--- config.mk ---
export PLATFORM = sky130hd
export DESIGN_NAME = phase_shift_classifier
export DESIGN_NICKNAME = d
export VERILOG_FILES = /design/src/sv/psc_pkg.sv /design/src/sv/psc_conv.sv /design/src/sv/psc_cmp.sv /design/src/sv/phase_shift_classifier.sv
export SDC_FILE = /design/constraint.sdc
export NUM_CORES = 1
export LEC_CHECK = 0
export BUFFER_PORTS_ARGS = -buffer_cell sky130_fd_sc_hd__buf_2
export CORE_AREA = 2 2 160 178
export DETAILED_ROUTE_END_ITERATION = 8
export DIE_AREA = 0 0 162 180
export PLACE_DENSITY = 0.85
export SLEW_MARGIN = 0
export SYNTH_ARGS = -nofsm -noshare
export SYNTH_HDL_FRONTEND = slang
export SYNTH_SLANG_ARGS = --single-unit
--- constraint.sdc ---
create_clock -name clock -period 8.4 [get_ports clock]
set_input_delay 0.84 -clock clock [delete_from_list [all_inputs] [get_ports clock]]
set_output_delay 0.84 -clock clock [all_outputs]
set_load 0.01 [all_outputs]
--- src/sv/psc_pkg.sv ---
// Shared types, constants and helper functions of the phase shift classifier.
`default_nettype none

package psc_pkg;

   localparam int PORT_COUNT = 3;
   localparam int PORT_W     = 2;
   localparam int ANGLE_W    = 9;
   localparam int SHIFT_W    = 3;
   localparam int CUR_W      = 32;
   localparam int CSR_IDX_W  = 2;
   localparam int CSR_DATA_W = 3;

   typedef logic signed [ANGLE_W-1:0] angle_type;
   typedef logic [SHIFT_W-1:0]        shift_type;
   typedef logic signed [CUR_W-1:0]   cur_type;
   typedef logic [PORT_W-1:0]         port_type;

   // Request codes
   localparam logic MODE_PUSH = 1'b0;
   localparam logic MODE_CALC = 1'b1;

   // Register indexes
   localparam logic [CSR_IDX_W-1:0] CSR_PHASE_MODE  = 2'd0;
   localparam logic [CSR_IDX_W-1:0] CSR_PORT_ENABLE = 2'd1;

   // Installation types
   localparam logic PHASE_SINGLE = 1'b0;
   localparam logic PHASE_THREE  = 1'b1;

   // Angle handling
   localparam int FRAC_BITS = 11;
   localparam logic [32:0] ROUND_HALF = 33'd1024;
   localparam logic [21:0] POS_LIMIT  = 22'd179;
   localparam logic [21:0] NEG_LIMIT  = 22'd180;

   // Result of the shared compare unit
   typedef struct packed {
      logic signed [CUR_W:0] diff;
      logic                  lt;
   } cmp_res_type;

   // Bin an angle into its 60-degree sextant, centered on multiples of 60
   function automatic shift_type sextant(angle_type a);
      logic signed [9:0] t;
      logic [8:0]        u;
      shift_type         s;
      t = {a[ANGLE_W-1], a} + 10'sd30;
      if (t < 10'sd0) begin
         t = t + 10'sd360;
      end
      u = t[8:0];
      if (u < 9'd60) begin
         s = 3'd0;
      end else if (u < 9'd120) begin
         s = 3'd1;
      end else if (u < 9'd180) begin
         s = 3'd2;
      end else if (u < 9'd240) begin
         s = 3'd3;
      end else if (u < 9'd300) begin
         s = 3'd4;
      end else begin
         s = 3'd5;
      end
      return s;
   endfunction

   // Single-phase sextant to shift map
   function automatic shift_type one_phase_map(shift_type s);
      shift_type r;
      case (s)
         3'd2, 3'd3, 3'd4: begin
            r = 3'd3;
         end
         default: begin
            r = 3'd0;
         end
      endcase
      return r;
   endfunction

   // Add an offset to a shift, wrapping at six
   function automatic shift_type add_mod6(shift_type b, shift_type k);
      logic [SHIFT_W:0] s;
      s = {1'b0, b} + {1'b0, k};
      if (s >= 4'd6) begin
         s = s - 4'd6;
      end
      return s[SHIFT_W-1:0];
   endfunction

endpackage

`default_nettype wire

--- src/sv/psc_conv.sv ---
// Q20.11 angle to whole degrees, rounded half away from zero and saturated.
`default_nettype none

module psc_conv
   import psc_pkg::*;
(
   input  wire logic signed [31:0] angle_q,
   output angle_type               angle_deg
);

   logic [32:0] mag;
   logic [32:0] rnd;
   logic [21:0] whole;

   // Round the magnitude, then restore the sign and clamp
   always_comb begin
      if (angle_q[31]) begin
         mag = 33'd0 - {angle_q[31], angle_q};
      end else begin
         mag = {1'b0, angle_q};
      end
      rnd   = mag + ROUND_HALF;
      whole = rnd[32:FRAC_BITS];
      if (angle_q[31]) begin
         if (whole > NEG_LIMIT) begin
            angle_deg = -9'sd180;
         end else begin
            angle_deg = 9'sd0 - angle_type'(whole[ANGLE_W-1:0]);
         end
      end else begin
         if (whole > POS_LIMIT) begin
            angle_deg = 9'sd179;
         end else begin
            angle_deg = angle_type'(whole[ANGLE_W-1:0]);
         end
      end
   end

endmodule

`default_nettype wire

--- src/sv/psc_cmp.sv ---
// Shared signed subtract and compare unit used by the sequencer.
`default_nettype none

module psc_cmp
   import psc_pkg::*;
(
   input  wire cur_type  op_a,
   input  wire cur_type  op_b,
   output cmp_res_type   res
);

   // Widen by one bit so the difference never overflows
   always_comb begin
      res.diff = {op_a[CUR_W-1], op_a} - {op_b[CUR_W-1], op_b};
      res.lt   = res.diff[CUR_W];
   end

endmodule

`default_nettype wire

--- src/sv/phase_shift_classifier.sv ---
// Top level of the phase shift classifier: port storage and the calculate sequencer.
`default_nettype none

// A push (req_mode 0) is stored when it is accepted and busy stays low. A
// calculate (req_mode 1) holds busy high while the sequencer runs: one port a
// cycle through the sextant unit in single-phase mode, or three compare-exchange
// steps through the shared comparator and then the leading test in three-phase
// mode. rsp_valid pulses in the cycle in which busy drops, so a new request may
// start in the rsp_valid cycle. The pulse is shown for that one cycle only and
// cannot be held off, while the shift outputs hold their value. csr_ready is
// always high; write registers only while the block is idle.
module phase_shift_classifier
   import psc_pkg::*;
(
   input  wire logic                  clock,
   input  wire logic                  reset,
   input  wire logic                  start,
   output logic                       busy,
   input  wire logic                  req_mode,
   input  wire logic [1:0]            req_port_index,
   input  wire logic signed [31:0]    req_angle_q,
   input  wire logic signed [31:0]    req_current_rms,
   output logic                       rsp_valid,
   output logic [2:0]                 rsp_shift_port0,
   output logic [2:0]                 rsp_shift_port1,
   output logic [2:0]                 rsp_shift_port2,
   input  wire logic                  csr_valid,
   output logic                       csr_ready,
   input  wire logic [CSR_IDX_W-1:0]  csr_index,
   input  wire logic [CSR_DATA_W-1:0] csr_wdata
);

   typedef enum logic [1:0] {
      ST_IDLE,
      ST_ONE,
      ST_SORT,
      ST_LEAD
   } state_type;

   state_type state_ff, state_in;
   logic [1:0] step_ff, step_in;
   logic rsp_valid_ff, rsp_valid_in;
   logic phase_mode_ff, phase_mode_in;
   logic [PORT_COUNT-1:0] port_enable_ff, port_enable_in;

   angle_type port_angle_ff   [PORT_COUNT];
   angle_type port_angle_in   [PORT_COUNT];
   cur_type   port_current_ff [PORT_COUNT];
   cur_type   port_current_in [PORT_COUNT];
   shift_type port_shift_ff   [PORT_COUNT];
   shift_type port_shift_in   [PORT_COUNT];

   // Working copies, ranked by current during the sort
   angle_type work_ang_ff [PORT_COUNT];
   angle_type work_ang_in [PORT_COUNT];
   cur_type   work_cur_ff [PORT_COUNT];
   cur_type   work_cur_in [PORT_COUNT];
   port_type  work_idx_ff [PORT_COUNT];
   port_type  work_idx_in [PORT_COUNT];

   logic        accept;
   angle_type   push_deg;
   cur_type     op_a;
   cur_type     op_b;
   cmp_res_type cmp_res;
   angle_type   one_ang;
   shift_type   base;
   shift_type   second_shift;
   shift_type   third_shift;
   logic        lead;

   psc_conv u_conv (
      .angle_q   (req_angle_q),
      .angle_deg (push_deg)
   );

   psc_cmp u_cmp (
      .op_a (op_a),
      .op_b (op_b),
      .res  (cmp_res)
   );

   assign busy            = (state_ff != ST_IDLE);
   assign accept          = start && !busy;
   assign csr_ready       = 1'b1;
   assign rsp_valid       = rsp_valid_ff;
   assign rsp_shift_port0 = port_shift_ff[0];
   assign rsp_shift_port1 = port_shift_ff[1];
   assign rsp_shift_port2 = port_shift_ff[2];

   // Steer operands into the shared comparator
   always_comb begin
      case (state_ff)
         ST_SORT: begin
            if (step_ff == 2'd1) begin
               op_a = work_cur_ff[1];
               op_b = work_cur_ff[2];
            end else begin
               op_a = work_cur_ff[0];
               op_b = work_cur_ff[1];
            end
         end
         default: begin
            op_a = cur_type'({{(CUR_W-ANGLE_W){work_ang_ff[0][ANGLE_W-1]}}, work_ang_ff[0]});
            op_b = cur_type'({{(CUR_W-ANGLE_W){work_ang_ff[1][ANGLE_W-1]}}, work_ang_ff[1]});
         end
      endcase
   end

   // Select the port angle for the single-phase step
   always_comb begin
      case (step_ff)
         2'd1: begin
            one_ang = work_ang_ff[1];
         end
         2'd2: begin
            one_ang = work_ang_ff[2];
         end
         default: begin
            one_ang = work_ang_ff[0];
         end
      endcase
   end

   // Leader's sextant and the offsets for the other two ports
   always_comb begin
      base = sextant(work_ang_ff[0]);
      if (cmp_res.diff[CUR_W]) begin
         lead = (cmp_res.diff < -33'sd180);
      end else begin
         lead = (cmp_res.diff < 33'sd180);
      end
      if (lead) begin
         second_shift = add_mod6(base, 3'd4);
         third_shift  = add_mod6(base, 3'd2);
      end else begin
         second_shift = add_mod6(base, 3'd2);
         third_shift  = add_mod6(base, 3'd4);
      end
   end

   // Next state of the sequencer and all storage
   always_comb begin
      state_in       = state_ff;
      step_in        = step_ff;
      rsp_valid_in   = 1'b0;
      phase_mode_in  = phase_mode_ff;
      port_enable_in = port_enable_ff;
      port_angle_in   = port_angle_ff;
      port_current_in = port_current_ff;
      port_shift_in   = port_shift_ff;
      work_ang_in     = work_ang_ff;
      work_cur_in     = work_cur_ff;
      work_idx_in     = work_idx_ff;

      // Register writes
      if (csr_valid && csr_ready) begin
         case (csr_index)
            CSR_PHASE_MODE: begin
               phase_mode_in = csr_wdata[0];
            end
            CSR_PORT_ENABLE: begin
               port_enable_in = csr_wdata[PORT_COUNT-1:0];
            end
            default: begin
               phase_mode_in = phase_mode_ff;
            end
         endcase
      end

      case (state_ff)
         ST_IDLE: begin
            if (accept) begin
               if (req_mode == MODE_PUSH) begin
                  // Store the port; index three drops the transfer
                  for (int p = 0; p < PORT_COUNT; p++) begin
                     if (req_port_index == port_type'(p)) begin
                        port_angle_in[p]   = push_deg;
                        port_current_in[p] = req_current_rms;
                     end
                  end
               end else begin
                  // Load the working copies and start the sequence
                  for (int p = 0; p < PORT_COUNT; p++) begin
                     work_ang_in[p] = port_angle_ff[p];
                     work_cur_in[p] = port_current_ff[p];
                     work_idx_in[p] = port_type'(p);
                  end
                  step_in = 2'd0;
                  if (phase_mode_ff == PHASE_THREE) begin
                     state_in = ST_SORT;
                  end else begin
                     state_in = ST_ONE;
                  end
               end
            end
         end
         ST_ONE: begin
            // One port a cycle; disabled ports hold their shift
            for (int p = 0; p < PORT_COUNT; p++) begin
               if (step_ff == 2'(p) && port_enable_ff[p]) begin
                  port_shift_in[p] = one_phase_map(sextant(one_ang));
               end
            end
            if (step_ff == 2'(PORT_COUNT - 1)) begin
               state_in     = ST_IDLE;
               rsp_valid_in = 1'b1;
            end else begin
               step_in = step_ff + 2'd1;
            end
         end
         ST_SORT: begin
            // Compare-exchange: swap on a strictly smaller first current
            if (cmp_res.lt) begin
               if (step_ff == 2'd1) begin
                  work_ang_in[1] = work_ang_ff[2];
                  work_ang_in[2] = work_ang_ff[1];
                  work_cur_in[1] = work_cur_ff[2];
                  work_cur_in[2] = work_cur_ff[1];
                  work_idx_in[1] = work_idx_ff[2];
                  work_idx_in[2] = work_idx_ff[1];
               end else begin
                  work_ang_in[0] = work_ang_ff[1];
                  work_ang_in[1] = work_ang_ff[0];
                  work_cur_in[0] = work_cur_ff[1];
                  work_cur_in[1] = work_cur_ff[0];
                  work_idx_in[0] = work_idx_ff[1];
                  work_idx_in[1] = work_idx_ff[0];
               end
            end
            if (step_ff == 2'd2) begin
               state_in = ST_LEAD;
            end else begin
               step_in = step_ff + 2'd1;
            end
         end
         ST_LEAD: begin
            // Assign the leader's sextant and the offset sextants
            for (int p = 0; p < PORT_COUNT; p++) begin
               if (work_idx_ff[0] == port_type'(p)) begin
                  port_shift_in[p] = base;
               end else if (work_idx_ff[1] == port_type'(p)) begin
                  port_shift_in[p] = second_shift;
               end else begin
                  port_shift_in[p] = third_shift;
               end
            end
            state_in     = ST_IDLE;
            rsp_valid_in = 1'b1;
         end
         default: begin
            state_in = ST_IDLE;
         end
      endcase
   end

   // Sequencer state and registered outputs
   always_ff @(posedge clock) begin
      if (reset) begin
         state_ff     <= ST_IDLE;
         step_ff      <= 2'd0;
         rsp_valid_ff <= 1'b0;
      end else begin
         state_ff     <= state_in;
         step_ff      <= step_in;
         rsp_valid_ff <= rsp_valid_in;
      end
   end

   // Configuration and port state
   always_ff @(posedge clock) begin
      if (reset) begin
         phase_mode_ff  <= PHASE_SINGLE;
         port_enable_ff <= '1;
         for (int p = 0; p < PORT_COUNT; p++) begin
            port_angle_ff[p]   <= '0;
            port_current_ff[p] <= '0;
            port_shift_ff[p]   <= '0;
         end
      end else begin
         phase_mode_ff   <= phase_mode_in;
         port_enable_ff  <= port_enable_in;
         port_angle_ff   <= port_angle_in;
         port_current_ff <= port_current_in;
         port_shift_ff   <= port_shift_in;
      end
   end

   // Working copies
   always_ff @(posedge clock) begin
      work_ang_ff <= work_ang_in;
      work_cur_ff <= work_cur_in;
      work_idx_ff <= work_idx_in;
   end

endmodule

`default_nettype wire

==> metrics.txt <==
status completed; RD Place Congestion ~0.94; layout cell share with drive strength beyond 1 0.1012; Simple-Gate Fraction of Synth Area 0.2240; Mapped Area ~17,000 sq um; vias in the first global route about 14k; Fin Hold WS 0.4543 ns; Routed WL ~44,000 um; Synth Flop Type dfxtp_1; pin count of the biggest net entering global routing approximately 280; Max IR drop VDD 0.1804 mV; placed cell areas roughly 17,000 sq um; Post-DRT Antenna Nets 0; area of the multi-input gates 9190 sq um; Worst Path Arrival between 6 and 7 ns; Layout area overhead 8.214%; Vias per Instance just over 6; Max Fclk roughly 0.16 GHz; Synth Area in Adders 0.03652; Die W 162 um; die height between 150 and 200 um; WP depth 18; Sequential Power Share 0.375; first-pass GRT wire length between 70,000 and 80,000 um; Layout Nets between 2k and 2.5k; Clock transition at path regs ~0.060 ns; Tmin final 6.276 ns; Post-Synth XOR/XNOR Area 0.03130; Max clock buf depth 3; Util after Layout 0.6633; final instance area around 18,000 sq um; initial core utilization 0.6130; Root Buffer clkbuf_16; CTS Buf Count 27; Synth cell types a little over 90; IO buf count 86; Clk network pwr share 0.261; Combinational Power Share 0.364; largest family of logic cells by synthesized area compound AO/OA/AOI/OAI gates; Hold Crit Depth 2; count of final hold-check violations 0; number of post-CTS setup repair buffers 0; DP HPWL approximately 29,000 um; Setup TNS 0 ns; mux contribution to synthesized area 0.02236; Mapped Nets approximately 2.2k; CP max-delay cell ha_4; Die ar. slightly below 30,000 sq um; Power Density 241.5 nW/um^2; fin crit share 0.7471; TritonRoute pass-1 iters 7; worst reg-to-reg path cell count 18; Post-synth EDFFs between 100 and 150; sequential fraction of the synthesis area 0.3989; Gate Count Post-Synth 2,076; switching pwr approximately 0.0016 W; ys async rst share 0; Iter 0 DRT Violations ~1.5k; compound-cell area share of the yosys netlist 0.2301; core area between 20,000 and 30,000 sq um; critical path launch point type flip-flop; Yosys reg bits 270; TritonCTS clock tree done; max_cap viols 0; Max-slew headroom 0.1923; worst clock skew 0.01203 ns; sequential standard cell area roughly 6700 sq um; Wirelength per Cell around 18 um; Buf/Inv on CP 2; Pins Over Slew Limit 0; post_cts resized 0; RSZ-0062 raised after global routing no; Tot GR Track Use 0.2941; CP top delay family compound AO/OA/AOI/OAI gates; Layout fillers 2,264; Post-CTS Hold Fix Bufs 0; peak fanout along the critical path 77; grt ovf 0; Worst setup EP type flip-flop; CP peak stage delay 0.72 ns; Hold Crit Class reg2reg; number of diodes 0; clk sinks 270; Pint around 0.0028 W; standard-cell row count 64; data required time of the worst path 8.85 ns; sw frac 0.3645; H-tree Lvls 1; Final Power ~0.0044 W; I/O pins 88; Crit Path Category reg2reg; Via Count roughly 15k; DRC viols 0; post-synthesis area per instance a little over 8 sq um; worst slew pin tran about 1.2 ns; leak pwr 6.426 nW; initial antenna violation count 0; cell breakdown of the critical path inv_1 -> ha_4 -> buf_4 -> nand2_1 -> a31o_2 -> ha_1 -> a21oi_1 -> o21ai_1 -> or2_2 -> a2111oi_2 -> nor2_1 -> a211o_1 -> a2111oi_0 -> nand4_1 -> o41ai_1 -> nand3_1 -> a21bo_2 -> a41oi_1; Skew-Pair Late Insertion Delay around 0.54 ns; Final Setup Violations 0; Ys Warns 0
[stage by stage]
| stage | setup WS, ns | instances |
|---|---|---|
| final | 2.124 | 2458 |
| after detailed placement | 2.312 | 2409 |
| after global routing | 1.641 | 2458 |
| after CTS | 2.258 | 2458 |
| after floorplan | 2.030 | 2076 |
| after global placement | 2.548 | 2409 |
[worst paths after layout]
check	from	slack, ns	endpoint
max	step_ff[1]	2.12	rsp_shift_port1[2]
min	port_current_ff[90]	0.45	port_current_ff[90]
max reg2reg	step_ff[1]	2.12	rsp_shift_port1[2]
min reg2reg	port_current_ff[90]	0.45	port_current_ff[90]
[cell usage after synthesis, drive strengths merged (6+ instances only)]
cell | count | area share
nand2b | 57 | 0.021
xnor2 | 38 | 0.020
and2 | 16 | 0.0060
xor2 | 22 | 0.011
and4 | 7 | 0.0037
o211ai | 14 | 0.0063
a21oi | 217 | 0.065
clkbuf | 114 | 0.025
nand4 | 21 | 0.0078
o31ai | 15 | 0.0076
inv | 118 | 0.026
o21ai | 138 | 0.041
nor3 | 34 | 0.011
o21bai | 9 | 0.0040
nand2 | 369 | 0.083
nand3 | 48 | 0.014
a211o | 14 | 0.0073
or4 | 6 | 0.0029
a211oi | 9 | 0.0040
or3 | 22 | 0.0082
nor2 | 147 | 0.033
a31oi | 54 | 0.020
buf | 16 | 0.0042
o41a | 8 | 0.0054
o311a | 7 | 0.0042
ha | 49 | 0.037
dfxtp | 141 | 0.17
nor3b | 9 | 0.0040
nor2b | 12 | 0.0045
mux2i | 33 | 0.020
a21o | 17 | 0.0076
and3 | 9 | 0.0034
a22oi | 7 | 0.0031
or2 | 11 | 0.0041
edfxtp | 129 | 0.23
nor4 | 14 | 0.0067
a31o | 26 | 0.014
o21a | 11 | 0.0049
[power groups by stage]
stage          Clock, W  Combinational, W  Sequential [W]
2_1_floorplan         0           0.00118         0.00163
3_3_place_gp          0           0.00152         0.00166
3_5_place_dp          0           0.00156         0.00167
4_1_cts         0.00115           0.00157         0.00164
5_1_grt         0.00121           0.00176         0.00166
6_report        0.00114           0.00160         0.00164
[logic make-up (layout without fill, tap and decap cells)]
logic type                 Yosys count  count (layout)
adders and majority gates           49              49
DFF                                270             270
xor gates and xnor gates            60              60
muxes                               37              37
and+or+nand+nor                    801             801
other                                1               1
buffers and inverters              250             269
AOI/OAI and AO/OA                  608             608
[per-layer routing]
layer / vias up / global-route usage / share of wire / routed length (um)
li1: 7386 / - / - / -
met1: 7097 / 0.4116 / 0.43 / 18990
met2: 647 / 0.4846 / 0.47 / 20530
met3: 82 / 0.03369 / 0.075 / 3289
met4: 0 / 0.08000 / 0.023 / 1022
met5: - / 0 / 0 / 0
[placed cells by master (no fill, tap or decap), drive strengths merged, types with 6 or more instances in the layout]
| cell | synthesis | routed |
|---|---|---|
| nand2 | 369 | 369 |
| a21oi | 217 | 217 |
| nor2 | 147 | 147 |
| dfxtp | 141 | 141 |
| o21ai | 138 | 138 |
| edfxtp | 129 | 129 |
| inv | 118 | 119 |
| buf | 16 | 100 |
| nand2b | 57 | 57 |
| a31oi | 54 | 54 |
| ha | 49 | 49 |
| nand3 | 48 | 48 |
| clkbuf | 114 | 46 |
| xnor2 | 38 | 38 |
| nor3 | 34 | 34 |
| mux2i | 33 | 33 |
| a31o | 26 | 26 |
| xor2 | 22 | 22 |
| or3 | 22 | 22 |
| nand4 | 21 | 21 |
| a21o | 17 | 17 |
| and2 | 16 | 16 |
| o31ai | 15 | 15 |
| o211ai | 14 | 14 |
| a211o | 14 | 14 |
| nor4 | 14 | 14 |
| nor2b | 12 | 12 |
| or2 | 11 | 11 |
| o21a | 11 | 11 |
| o21bai | 9 | 9 |
| and3 | 9 | 9 |
| a211oi | 9 | 9 |
| nor3b | 9 | 9 |
| o41a | 8 | 8 |
| a22oi | 7 | 7 |
| and4 | 7 | 7 |
| o311a | 7 | 7 |
| or4 | 6 | 6 |
[worst min-delay path, stage by stage (launching register included)]
cell and delay [ns]:
dfxtp_1 0.31, nand2_1 0.05, a21oi_1 0.05
[flip-flops by register name (all words and copies together) (netlist names)]
| name | cells |
|---|---|
| port_current_ff | 96 |
| rsp_valid | 1 |
| port_angle_ff | 27 |
| step_ff | 2 |
| rsp_shift_port0 | 3 |
| port_enable_ff | 3 |
| rsp_shift_port2 | 3 |
| phase_mode_ff | 1 |
| work_idx_ff | 6 |
| rsp_shift_port1 | 3 |
| work_cur_ff | 96 |
| state_ff | 2 |
| work_ang_ff | 27 |
[final cells by class]
class	instances	share of cell area
tap	363	0.02500
clock buffer	46	0.04449
inverter	120	0.02480
timing repair buffer	100	0.03031
sequential	270	0.3686
clock inverter	3	0.0008954
multi-input combinational	1556	0.5059
No activity file was read; power rests on OpenSTA's default activity.
